[config.mk]
export PLATFORM = sky130hd
export DESIGN_NAME = one_wire_temperature_reader_unit
export DESIGN_NICKNAME = d
export VERILOG_FILES = /design/src/owtr_pkg.sv /design/src/one_wire_temperature_reader_unit.sv /design/src/owtr_cfg.sv /design/src/owtr_fsm.sv
export SDC_FILE = /design/constraint.sdc
export NUM_CORES = 1
export LEC_CHECK = 0
export BUFFER_PORTS_ARGS = -buffer_cell sky130_fd_sc_hd__buf_2
export CORE_MARGIN = 3
export CORE_UTILIZATION = 45
export DETAILED_ROUTE_END_ITERATION = 12
export GPL_ROUTABILITY_DRIVEN = 0
export SLEW_MARGIN = 20
export SYNTH_ARGS = -nofsm -noshare
export SYNTH_HDL_FRONTEND = slang
export SYNTH_SLANG_ARGS = --single-unit
[constraint.sdc]
create_clock -name clk_i -period 5 [get_ports clk_i]
set_input_delay 0.5 -clock clk_i [delete_from_list [all_inputs] [get_ports clk_i]]
set_output_delay 0.5 -clock clk_i [all_outputs]
set_load 0.02 [all_outputs]
[src/owtr_pkg.sv]
package owtr_pkg;

  localparam int unsigned NumRegs  = 8;
  localparam int unsigned RegIdxW  = 3;
  localparam int unsigned RegDataW = 10;

  // register indexes
  localparam logic [RegIdxW-1:0] RegResetLow   = 3'd0;
  localparam logic [RegIdxW-1:0] RegResetRel   = 3'd1;
  localparam logic [RegIdxW-1:0] RegPresTo     = 3'd2;
  localparam logic [RegIdxW-1:0] RegRelTo      = 3'd3;
  localparam logic [RegIdxW-1:0] RegShort      = 3'd4;
  localparam logic [RegIdxW-1:0] RegLong       = 3'd5;
  localparam logic [RegIdxW-1:0] RegSample     = 3'd6;
  localparam logic [RegIdxW-1:0] RegTail       = 3'd7;

  // command codes
  localparam logic [1:0] ModeNone     = 2'd0;
  localparam logic [1:0] ModePresence = 2'd1;
  localparam logic [1:0] ModeRead     = 2'd2;

  // status codes
  localparam logic [1:0] StatOk        = 2'd0;
  localparam logic [1:0] StatNoPres    = 2'd1;
  localparam logic [1:0] StatNoRelease = 2'd2;

  // bus commands
  localparam logic [7:0] CmdSkipRom = 8'hCC;
  localparam logic [7:0] CmdConvert = 8'h44;
  localparam logic [7:0] CmdReadPad = 8'hBE;

  typedef struct packed {
    logic [9:0] reset_low_us;
    logic [5:0] reset_release_us;
    logic [7:0] presence_timeout_us;
    logic [7:0] release_timeout_us;
    logic [3:0] short_pulse_us;
    logic [6:0] long_slot_us;
    logic [5:0] sample_delay_us;
    logic [6:0] read_tail_us;
  } cfg_t;

  typedef struct packed {
    logic               drive_low;
    logic               busy_res;
    logic               done_res;
    logic [1:0]         status;
    logic signed [15:0] temperature;
  } result_t;

  typedef enum logic [9:0] {
    PhIdle     = 10'b00_0000_0001,
    PhRstLow   = 10'b00_0000_0010,
    PhRstRel   = 10'b00_0000_0100,
    PhPresWait = 10'b00_0000_1000,
    PhPresEnd  = 10'b00_0001_0000,
    PhWLow     = 10'b00_0010_0000,
    PhWHigh    = 10'b00_0100_0000,
    PhRLow     = 10'b00_1000_0000,
    PhRWait    = 10'b01_0000_0000,
    PhRTail    = 10'b10_0000_0000
  } phase_e;

  function automatic logic [7:0] script_byte(input logic [1:0] idx);
    logic [7:0] b;
    unique case (idx)
      2'd0:    b = CmdSkipRom;
      2'd1:    b = CmdConvert;
      2'd2:    b = CmdSkipRom;
      default: b = CmdReadPad;
    endcase
    return b;
  endfunction

endpackage

[src/one_wire_temperature_reader_unit.sv]
// channel   dir  handshake                 payload
// s_axis    in   s_axis_tvalid/tready      tdata: mode, line_level
// m_axis    out  m_axis_tvalid/tready      tdata: drive_low .. temperature
// cfg       in   cfg_valid_i/cfg_ready_o   cfg_index_i, cfg_data_i
//
// one item per cycle sustained while m_axis_tready is high; an item passes from input
// to output through the input register, then one state update into the output register
// the sequencer state advances only when an item moves into the output register
// a stalled output holds its item while one more item waits in the input register
// reset returns the sequencer to idle and the timing registers to their defaults
module one_wire_temperature_reader_unit (
  input  logic                          clk_i,
  input  logic                          rst_ni,
  input  logic                          s_axis_tvalid,
  output logic                          s_axis_tready,
  input  logic [7:0]                    s_axis_tdata,  // mode[1:0], line_level[2]
  output logic                          m_axis_tvalid,
  input  logic                          m_axis_tready,
  // drive_low[0], busy_res[1], done_res[2], status[4:3], temperature[20:5]
  output logic [23:0]                   m_axis_tdata,
  input  logic                          cfg_valid_i,
  output logic                          cfg_ready_o,
  input  logic [owtr_pkg::RegIdxW-1:0]  cfg_index_i,
  input  logic [owtr_pkg::RegDataW-1:0] cfg_data_i
);
  import owtr_pkg::*;

  logic       in_valid_q, in_valid_d;
  logic [1:0] mode_q;
  logic       line_q;
  logic       out_valid_q, out_valid_d;
  result_t    res_q, res;
  cfg_t       cfg;
  logic       step;

  assign step          = in_valid_q && (!out_valid_q || m_axis_tready);
  assign s_axis_tready = !in_valid_q || step;
  assign in_valid_d    = s_axis_tvalid ? 1'b1 : (in_valid_q && !step);
  assign out_valid_d   = step ? 1'b1 : (out_valid_q && !m_axis_tready);

  owtr_cfg u_cfg (
    .clk_i       (clk_i),
    .rst_ni      (rst_ni),
    .cfg_valid_i (cfg_valid_i),
    .cfg_ready_o (cfg_ready_o),
    .cfg_index_i (cfg_index_i),
    .cfg_data_i  (cfg_data_i),
    .cfg_o       (cfg)
  );

  owtr_fsm u_fsm (
    .clk_i        (clk_i),
    .rst_ni       (rst_ni),
    .step_i       (step),
    .mode_i       (mode_q),
    .line_level_i (line_q),
    .cfg_i        (cfg),
    .res_o        (res)
  );

  always_ff @(posedge clk_i or negedge rst_ni) begin
    if (!rst_ni) begin
      in_valid_q  <= 1'b0;
      out_valid_q <= 1'b0;
    end else begin
      if (s_axis_tready) begin
        in_valid_q <= in_valid_d;
      end
      out_valid_q <= out_valid_d;
    end
  end

  always_ff @(posedge clk_i) begin
    if (s_axis_tvalid && s_axis_tready) begin
      mode_q <= s_axis_tdata[1:0];
      line_q <= s_axis_tdata[2];
    end
    if (step) begin
      res_q <= res;
    end
  end

  assign m_axis_tvalid = out_valid_q;
  assign m_axis_tdata  = {3'b000, res_q.temperature, res_q.status, res_q.done_res,
                          res_q.busy_res, res_q.drive_low};

endmodule

[src/owtr_cfg.sv]
module owtr_cfg (
  input  logic                           clk_i,
  input  logic                           rst_ni,
  input  logic                           cfg_valid_i,
  output logic                           cfg_ready_o,
  input  logic [owtr_pkg::RegIdxW-1:0]   cfg_index_i,
  input  logic [owtr_pkg::RegDataW-1:0]  cfg_data_i,
  output owtr_pkg::cfg_t                 cfg_o
);
  import owtr_pkg::*;

  cfg_t regs_q, regs_d;

  assign cfg_ready_o = 1'b1;
  assign cfg_o       = regs_q;

  always_comb begin
    regs_d = regs_q;
    if (cfg_valid_i) begin
      unique case (cfg_index_i)
        RegResetLow: regs_d.reset_low_us        = cfg_data_i;
        RegResetRel: regs_d.reset_release_us    = cfg_data_i[5:0];
        RegPresTo:   regs_d.presence_timeout_us = cfg_data_i[7:0];
        RegRelTo:    regs_d.release_timeout_us  = cfg_data_i[7:0];
        RegShort:    regs_d.short_pulse_us      = cfg_data_i[3:0];
        RegLong:     regs_d.long_slot_us        = cfg_data_i[6:0];
        RegSample:   regs_d.sample_delay_us     = cfg_data_i[5:0];
        RegTail:     regs_d.read_tail_us        = cfg_data_i[6:0];
        default:     regs_d = regs_q;
      endcase
    end
  end

  always_ff @(posedge clk_i or negedge rst_ni) begin
    if (!rst_ni) begin
      regs_q.reset_low_us        <= 10'd750;
      regs_q.reset_release_us    <= 6'd15;
      regs_q.presence_timeout_us <= 8'd200;
      regs_q.release_timeout_us  <= 8'd240;
      regs_q.short_pulse_us      <= 4'd2;
      regs_q.long_slot_us        <= 7'd60;
      regs_q.sample_delay_us     <= 6'd12;
      regs_q.read_tail_us        <= 7'd50;
    end else begin
      regs_q <= regs_d;
    end
  end

endmodule

[src/owtr_fsm.sv]
module owtr_fsm (
  input  logic              clk_i,
  input  logic              rst_ni,
  input  logic              step_i,
  input  logic [1:0]        mode_i,
  input  logic              line_level_i,
  input  owtr_pkg::cfg_t    cfg_i,
  output owtr_pkg::result_t res_o
);
  import owtr_pkg::*;

  phase_e      phase_q, phase_d;
  logic [9:0]  tick_q, tick_d;
  logic [2:0]  bit_q, bit_d;
  logic [2:0]  byte_q, byte_d;
  logic [7:0]  shift_q, shift_d;
  logic [7:0]  low_q, low_d;
  logic [15:0] reading_q, reading_d;
  logic [1:0]  status_q, status_d;
  logic        kind_q, kind_d;
  logic        done;

  logic [9:0]  tick_inc;
  logic [9:0]  dur;
  logic        expired;
  logic        one;
  logic [2:0]  bit_inc;

  assign tick_inc = tick_q + 10'd1;
  assign one      = shift_q[0];
  assign bit_inc  = bit_q + 3'd1;
  assign expired  = tick_inc >= dur;

  // duration of the current phase
  always_comb begin
    unique case (phase_q)
      PhRstLow:   dur = cfg_i.reset_low_us;
      PhRstRel:   dur = 10'(cfg_i.reset_release_us);
      PhPresWait: dur = 10'(cfg_i.presence_timeout_us);
      PhPresEnd:  dur = 10'(cfg_i.release_timeout_us);
      PhWLow:     dur = one ? 10'(cfg_i.short_pulse_us) : 10'(cfg_i.long_slot_us);
      PhWHigh:    dur = one ? 10'(cfg_i.long_slot_us) : 10'(cfg_i.short_pulse_us);
      PhRLow:     dur = 10'(cfg_i.short_pulse_us);
      PhRWait:    dur = 10'(cfg_i.sample_delay_us);
      PhRTail:    dur = 10'(cfg_i.read_tail_us);
      default:    dur = 10'd1;
    endcase
  end

  always_comb begin
    phase_d   = phase_q;
    tick_d    = tick_q;
    bit_d     = bit_q;
    byte_d    = byte_q;
    shift_d   = shift_q;
    low_d     = low_q;
    reading_d = reading_q;
    status_d  = status_q;
    kind_d    = kind_q;
    done      = 1'b0;

    unique case (phase_q)
      PhIdle: begin
        if (mode_i == ModePresence || mode_i == ModeRead) begin
          kind_d   = (mode_i == ModeRead);
          status_d = StatOk;
          byte_d   = 3'd0;
          bit_d    = 3'd0;
          phase_d  = PhRstLow;
          tick_d   = 10'd0;
        end
      end
      PhRstLow, PhRstRel, PhWLow, PhRLow: begin
        tick_d = tick_inc;
        if (expired) begin
          tick_d = 10'd0;
          unique case (phase_q)
            PhRstLow: phase_d = PhRstRel;
            PhRstRel: phase_d = PhPresWait;
            PhWLow:   phase_d = PhWHigh;
            default:  phase_d = PhRWait;
          endcase
        end
      end
      PhPresWait, PhPresEnd: begin
        if (phase_q == PhPresWait && !line_level_i) begin
          phase_d = PhPresEnd;
          tick_d  = 10'd0;
        end else if (phase_q == PhPresEnd && line_level_i) begin
          tick_d = 10'd0;
        end else begin
          tick_d = tick_inc;
          if (expired && status_q == StatOk) begin
            status_d = (phase_q == PhPresWait) ? StatNoPres : StatNoRelease;
          end
        end
        // presence step over: either finish or start sending the script
        if ((phase_q == PhPresEnd && line_level_i) ||
            (expired && !(phase_q == PhPresWait && !line_level_i))) begin
          tick_d = 10'd0;
          if (!kind_q) begin
            phase_d = PhIdle;
            done    = 1'b1;
          end else begin
            shift_d = script_byte(byte_q[1:0]);
            bit_d   = 3'd0;
            phase_d = PhWLow;
          end
        end
      end
      PhWHigh: begin
        tick_d = tick_inc;
        if (expired) begin
          tick_d  = 10'd0;
          shift_d = {1'b0, shift_q[7:1]};
          bit_d   = bit_inc;
          if (bit_inc != 3'd0) begin
            phase_d = PhWLow;
          end else if (byte_q == 3'd1) begin
            byte_d  = 3'd2;
            phase_d = PhRstLow;
          end else if (byte_q >= 3'd3) begin
            byte_d  = 3'd4;
            shift_d = 8'd0;
            phase_d = PhRLow;
          end else begin
            byte_d  = byte_q + 3'd1;
            shift_d = script_byte(2'(byte_q + 3'd1));
            phase_d = PhWLow;
          end
        end
      end
      PhRWait: begin
        tick_d = tick_inc;
        if (expired) begin
          tick_d  = 10'd0;
          shift_d = {line_level_i, shift_q[7:1]};
          phase_d = PhRTail;
        end
      end
      PhRTail: begin
        tick_d = tick_inc;
        if (expired) begin
          tick_d = 10'd0;
          bit_d  = bit_inc;
          if (bit_inc != 3'd0) begin
            phase_d = PhRLow;
          end else if (byte_q == 3'd4) begin
            low_d   = shift_q;
            byte_d  = 3'd5;
            shift_d = 8'd0;
            phase_d = PhRLow;
          end else begin
            reading_d = {shift_q, low_q};
            phase_d   = PhIdle;
            done      = 1'b1;
          end
        end
      end
      default: begin
        phase_d = PhIdle;
        tick_d  = 10'd0;
      end
    endcase
  end

  assign res_o.drive_low   = (phase_d == PhRstLow) || (phase_d == PhWLow) ||
                             (phase_d == PhRLow);
  assign res_o.busy_res    = (phase_d != PhIdle);
  assign res_o.done_res    = done;
  assign res_o.status      = status_d;
  assign res_o.temperature = reading_d;

  always_ff @(posedge clk_i or negedge rst_ni) begin
    if (!rst_ni) begin
      phase_q   <= PhIdle;
      tick_q    <= 10'd0;
      bit_q     <= 3'd0;
      byte_q    <= 3'd0;
      shift_q   <= 8'd0;
      low_q     <= 8'd0;
      reading_q <= 16'd0;
      status_q  <= StatOk;
      kind_q    <= 1'b0;
    end else if (step_i) begin
      phase_q   <= phase_d;
      tick_q    <= tick_d;
      bit_q     <= bit_d;
      byte_q    <= byte_d;
      shift_q   <= shift_d;
      low_q     <= low_d;
      reading_q <= reading_d;
      status_q  <= status_d;
      kind_q    <= kind_d;
    end
  end

endmodule
==> metrics.csv, run 1 <==
metric,value,unit
Max Cap Violations,0,
Worst Setup Start Kind,register,
TNS Setup,0,ns
XOR/XNOR share of the synthesized area,1.094,%
most frequent cells in the layout,"dfrtp_1, mux2_2, nand2_1, buf_2, dfstp_2",
num rows,45,
Least-Margin Pin Slew,0.8596,ns
top post-synthesis cells by area,"dfrtp_1, mux2_2, dfstp_2",
Clock Path Buffers,2,
Comb pwr share,22.5,%
Post-Synthesis Cell Area,7207,um^2
Slew Limit Headroom,42.69,%
ANT nets after route,0,
First DRT Iteration DRCs,509,
CP arrival,4.95,ns
critical path's top delay family,simple AND/OR/NAND/NOR gates,
Initial Utilization,46.72,%
"slowest stage delay, CP",0.59,ns
gr usage total,19.24,%
number of I/O pins,53,
post-synthesis mux area share,17.93,%
Worst Path Required,5.31,ns
Port Buffers,43,
Diodes inserted,0,
sequential fraction of the synthesis area,51.82,%
Synth Area in Adders,3.299,%
Switching Share,31.77,%
P&R area growth vs syn,14.15,%
layout cells sized above 1,35.27,%
"Async S/R FF share, synth",83.22,%
"area leader, netlist",dfrtp_1,
CTS tree,done,
total CTS buffers,17,
crit end category,register,
Fin. Hold Viols,0,
Max Slew Vio Count,0,
internal power,0.002420,W
antenna violations before repair,0,
largest family of logic cells by synthesized area,multiplexers,
fin crit period,4.640,ns
vias in the first global route,5098,
Layout Nets,704,
"Setup violations, final",0,
pin count of the biggest net entering global routing,67,
htree depth,4,
peak supply drop,0.0002725,V
Mapped Cells,609,
fillers,1392,
Leak,3.651,nW
critical-path cell list,"or4_4, nor2_4, nand2_1, o21ai_0, a21o_1, a221oi_1, ha_1, a41oi_1, nor3b_1, nor2_1, buf_4, nor2_1, nand2_2, mux2_2",
pwr dens,431.2,nW/um^2
DIE AREA,17570,um^2
Die Span Y,132.6,um
status,finished clean,
Critical Path Fanout Max,15,
RSZ-0062 raised after global routing,no,
Crit Path Category,reg -> reg,
Die Width,132.6,um
CTS root buf,clkbuf_16,
number of synthesized flops with an enable pin,24,
core footprint,15430,um^2
Post-CTS Setup Bufs,0,
gr ovfl total,0,
buffers and inverters on the worst path,1,
Clk network pwr share,33.1,%
area share of the largest cell type after synthesis,31.25,%
dpl hpwl,11.33,mm
vias,5042,
drt drc,0,
number of distinct library cells after synthesis,67,
syn avg cell area,11.83,um^2
final setup skew,0.01475,ns
first-pass GRT wire length,26.84,mm
Clock Latency Late Sink,0.42,ns
Pre-antenna DRT Iters,5,
"commonest non-fill, non-tap cell in the layout",dfrtp_1,
Slowest cell on crit path,or4_4,
wire per inst,18.38,um
vias per cell,5.710,
Synth Flop Type,dfrtp_1,
YS warnings,0,
CTS sink cnt,143,
Tcrit/Tclk final,92.81,%
power share of the sequential group,44.4,%
#FFs+latches synth,143,
Synth Area in Compound Gates,11.34,%
FMAX,215.5,MHz
synthesized-area fraction occupied by and/or/nand/nor cells,11.51,%
Worst Hold Class,in -> async,
Overall Power,0.003547,W
most frequent CP cell,nor2_1,
final WL,16.23,mm
P_sw,0.001127,W
"Reg clk slew, reported paths",0.06,ns
==> repair_timing <==
| item | CTS | global route |
|---|---|---|
| endpoints found under the hold margin | 0 | 0 |
| hold buffers | 0 | 0 |
| gates resized for setup | 0 | 1 |
| endpoints found under the setup margin | 0 | 8 |
==> worst register-to-register path, cell delays in order (launching register included) <==
cell,delay [ns]
dfrtp_1,0.47
or4_4,0.59
nor2_4,0.18
nand2_1,0.22
o21ai_0,0.49
a21o_1,0.13
a221oi_1,0.12
ha_1,0.37
a41oi_1,0.10
nor3b_1,0.49
nor2_1,0.11
buf_4,0.22
nor2_1,0.38
nand2_2,0.30
mux2_2,0.36
==> Yosys cell counts, types with 17 or more instances <==
library cell	instances
dfrtp_1	90
nor2_1	25
dfstp_2	29
edfxtp_1	24
mux2_2	85
o21ai_0	21
a22oi_1	17
nand3_1	22
clkbuf_1	22
nand2_1	52
ha_1	19
mux2_4	19
a21oi_1	28
==> state kept, by name, indices dropped and copies added, names as in the netlist, 3 cells and up <==
name	cells
m_axis_tdata	21
u_cfg.cfg_o	56
u_fsm.bit_q	3
u_fsm.byte_q	3
u_fsm.low_q	8
u_fsm.phase_q	10
u_fsm.reading_q	16
u_fsm.shift_q	8
u_fsm.tick_q	10
==> stage by stage <==
step                hold WS, ns  utilization, %  setup slack (ns)  cell area [um^2]  instances
floorplan                0.2044               -            0.6087              7214        611
global placement         0.4647           49.72            0.3528              7671        851
detailed placement       0.4766           49.72            0.2698              7671        851
CTS                      0.2167           53.25            0.2681              8215        883
global route             0.2295           53.33           0.01757              8227        883
finish                   0.1901           53.33            0.3595              8227        883
==> kinds of logic after synthesis <==
logic type,after synthesis
flip-flops,143
other,2
adder cells (fa/ha/maj),19
AO/OA/AOI/OAI,118
AND/OR/NAND/NOR,162
XOR/XNOR,9
multiplexers,109
buffers and inverters,47
==> per-layer routing <==
layer | track usage, % | vias to the layer above | share of wire [%]
met5 | 0 | - | 0
met4 | 6.582 | 0 | 1.8
met3 | 3.764 | 23 | 5.0
met2 | 29.33 | 156 | 45
met1 | 27.65 | 2506 | 48
li1 | - | 2357 | -
==> final cells by class <==
type,instances,area [um^2],share of cell area [%]
inverter,17,63.81,0.7757
clock inverter,10,90.09,1.095
sequential,143,3735,45.40
multi-input combinational,421,3282,39.89
timing repair buffer,59,337.8,4.106
clock buffer,22,454.2,5.521
tap,211,264.0,3.209
==> path summary, 6_finish.rpt <==
check	start	endpoint	slack, ns	depth (start not counted)
max in group asynchronous	rst_ni	u_cfg.cfg_o[13]$_DFFE_PN0P_	3.62	2
min reg2reg	u_fsm.bit_q[0]$_DFFE_PN0P_	u_fsm.bit_q[0]$_DFFE_PN0P_	0.48	1
max reg2reg	u_fsm.phase_q[1]$_DFFE_PN0P_	u_fsm.low_q[2]$_DFFE_PN0P_	0.36	14
max	u_fsm.phase_q[1]$_DFFE_PN0P_	u_fsm.low_q[2]$_DFFE_PN0P_	0.36	14
min in group clk_i	s_axis_tdata[0]	mode_q[0]$_DFFE_PP_	0.25	1
min	rst_ni	u_fsm.reading_q[7]$_DFFE_PN0P_	0.19	1
==> power groups by stage <==
stage	combinational [W]	sequential, W	clock, W
2_1_floorplan	0.000576	0.00154	0
3_3_place_gp	0.000766	0.00158	0
3_5_place_dp	0.000789	0.00159	0
4_1_cts	0.000792	0.00158	0.00120
5_1_grt	0.000877	0.00161	0.00125
6_report	0.000798	0.00158	0.00117
No activity file was read; power rests on OpenSTA's default activity.
==> run 2: changes to the inputs <==
--- a/config.mk
+++ b/config.mk
@@ -10,6 +10,7 @@
 export CORE_UTILIZATION = 45
 export DETAILED_ROUTE_END_ITERATION = 12
 export GPL_ROUTABILITY_DRIVEN = 0
+export SETUP_SLACK_MARGIN = 0.4
 export SLEW_MARGIN = 20
 export SYNTH_ARGS = -nofsm -noshare
 export SYNTH_HDL_FRONTEND = slang
==> run 2 against run 1 <==
Net effect: worst hold slack improved by 0.0044 ns; sequential power about the same; clock power hardly changed; design area is 0.49% higher; clock skew is 0.0048 ns lower; clock-buffer cell count unchanged; critical path depth is 1 higher; non-clock buffer count rose by 2; first-iteration DRC count stayed put; die area is the same; via count increased by 0.24%; critical endpoint is now u_fsm.reading_q[8]$_DFFE_PN0P_.
==> metrics.csv, run 2 (synthesized netlist as in run 1, its figures left out) <==
metric,value,unit
First DRT Iteration DRCs,509,
htree depth,4,
P&R area growth vs syn,14.70,%
pin count of the biggest net entering global routing,67,
final cell area excluding filler cells,8267,um^2
FMAX,229.6,MHz
Layout Nets,706,
dpl cells,851,
layout cells sized above 1,35.91,%
final setup skew,0.009985,ns
peak supply drop,0.0002714,V
Max Slew Vio Count,0,
number of I/O pins,53,
Initial Utilization,46.72,%
final WL,16.27,mm
wire per inst,18.39,um
fillers,1388,
multi-input logic area,3303,um^2
FF+latch area,3735,um^2
placed instance area,7671,um^2
total CTS buffers,17,
first-pass GRT wire length,26.85,mm
Clock Latency Late Sink,0.42,ns
vias,5054,
internal power,0.002430,W
ANT nets after route,0,
"Setup violations, final",0,
CTS sink cnt,143,
drt drc,0,
Slew Limit Headroom,42.39,%
most frequent cells in the layout,"dfrtp_1, mux2_2, nand2_1, buf_2, dfstp_2",
P_sw,0.001133,W
Layout Cells excl Fill,885,
gr usage total,19.25,%
Port Buffers,43,
CP arrival,4.66,ns
gr ovfl total,0,
Comb pwr share,22.9,%
DIE AREA,17570,um^2
Crit Path Category,reg -> reg,
Pre-antenna DRT Iters,5,
"commonest non-fill, non-tap cell in the layout",dfrtp_1,
Worst Path Required,5.30,ns
crit end category,register,
CTS root buf,clkbuf_16,
Die Width,132.6,um
Diodes inserted,0,
"Reg clk slew, reported paths",0.06,ns
core footprint,15430,um^2
Clk network pwr share,32.9,%
Leak,3.668,nW
Critical Path Fanout Max,16,
"setup slack, reg-to-reg",0.64,ns
RSZ-0062 raised after global routing,no,
Die Span Y,132.6,um
TNS Setup,0,ns
Switching Share,31.81,%
Tcrit/Tclk final,87.11,%
antenna violations before repair,0,
power share of the sequential group,44.2,%
Least-Margin Pin Slew,0.8642,ns
CTS tree,done,
Worst Hold Class,in -> async,
dpl hpwl,11.33,mm
Worst Setup Start Kind,register,
status,finished clean,
fin crit period,4.356,ns
Fin. Hold Viols,0,
num rows,45,
pwr dens,431.0,nW/um^2
Max Cap Violations,0,
vias per cell,5.711,
max FFs per register,56,
Clock Path Buffers,2,
vias in the first global route,5101,
-- run 2: cell types whose count changed in the layout (fill, tap and decap cells not counted) --
| cell | before | now |
|---|---|---|
| nor3b_1 | 5 | 4 |
| nor2_2 | 0 | 1 |
| buf_6 | 0 | 1 |
| nor2_1 | 25 | 24 |
| o21ai_1 | 1 | 2 |
| o211ai_2 | 1 | 0 |
| o21ai_0 | 21 | 20 |
| a211oi_2 | 1 | 2 |
| buf_4 | 17 | 18 |
| o211ai_4 | 0 | 1 |
| nor3b_2 | 1 | 2 |
| a211oi_1 | 5 | 4 |
-- run 2: what timing repair did --
action | CTS | global route
endpoints found under the setup margin | 8 | 31
resized for setup | 2 | 5
setup buffers | 0 | 2
pin swaps | 0 | 2
hold buffers | 0 | 0
-- run 2: layout make-up --
cell class,instances,share of cell area [%]
Inverter,17,0.7719
Clock inverter,10,1.090
Multi-Input combinational cell,421,39.96
Clock buffer,22,5.494
Tap cell,211,3.194
Sequential cell,143,45.18
Timing Repair Buffer,61,4.314
-- run 2: per-layer routing --
layer / vias to the layer above / track usage (%) / wire length (um) / part of all wire, %
met3: 23 / 3.764 / 784 / 4.8
met5: - / 0 / 0 / 0
li1: 2363 / - / - / -
met1: 2512 / 27.67 / 7760 / 48
met2: 156 / 29.33 / 7465 / 46
met4: 0 / 6.582 / 264 / 1.6
-- run 2: worst paths after layout --
path,from,endpoint,cells after the start
worst min register to register,u_fsm.bit_q[0]$_DFFE_PN0P_,u_fsm.bit_q[0]$_DFFE_PN0P_,1
min in group clk_i,s_axis_tdata[0],mode_q[0]$_DFFE_PP_,1
worst min-delay path,rst_ni,u_fsm.reading_q[7]$_DFFE_PN0P_,1
max in group asynchronous,rst_ni,u_fsm.phase_q[2]$_DFFE_PN0P_,2
worst max register to register,u_fsm.phase_q[6]$_DFFE_PN0P_,u_fsm.reading_q[8]$_DFFE_PN0P_,15
worst max-delay path,u_fsm.phase_q[6]$_DFFE_PN0P_,u_fsm.reading_q[8]$_DFFE_PN0P_,15
-- run 2: worst max-delay path: stages, from the launching register on --
cell	delay, ns
dfrtp_1	0.48
or3_1	0.45
or4_1	0.47
a211oi_1	0.28
or2_2	0.21
nor2_1	0.06
a211o_1	0.25
ha_1	0.27
nand2b_1	0.11
a211oi_2	0.08
nor3b_2	0.33
nor2_1	0.09
or3_1	0.38
buf_6	0.19
mux2_4	0.32
mux2_2	0.26
-- run 2: power groups by stage --
stage	logic [W]	registers (W)	clock network, W
detailed placement	0.000789	0.00159	0
global route	0.000893	0.00161	0.00125
floorplan	0.000576	0.00154	0
global placement	0.000766	0.00158	0
finish	0.000815	0.00158	0.00117
CTS	0.000799	0.00158	0.00120
-- run 2: stage by stage --
step	hold slack, ns	worst slack [ns]	util (%)	total power, W
CTS	0.2167	0.4406	53.28	0.003571
global route	0.2295	0.4013	53.58	0.003751
floorplan	0.2044	0.6087	-	0.002117
global placement	0.4647	0.3528	49.72	0.002349
detailed placement	0.4766	0.2698	49.72	0.002382
finish	0.1945	0.6444	53.58	0.003563
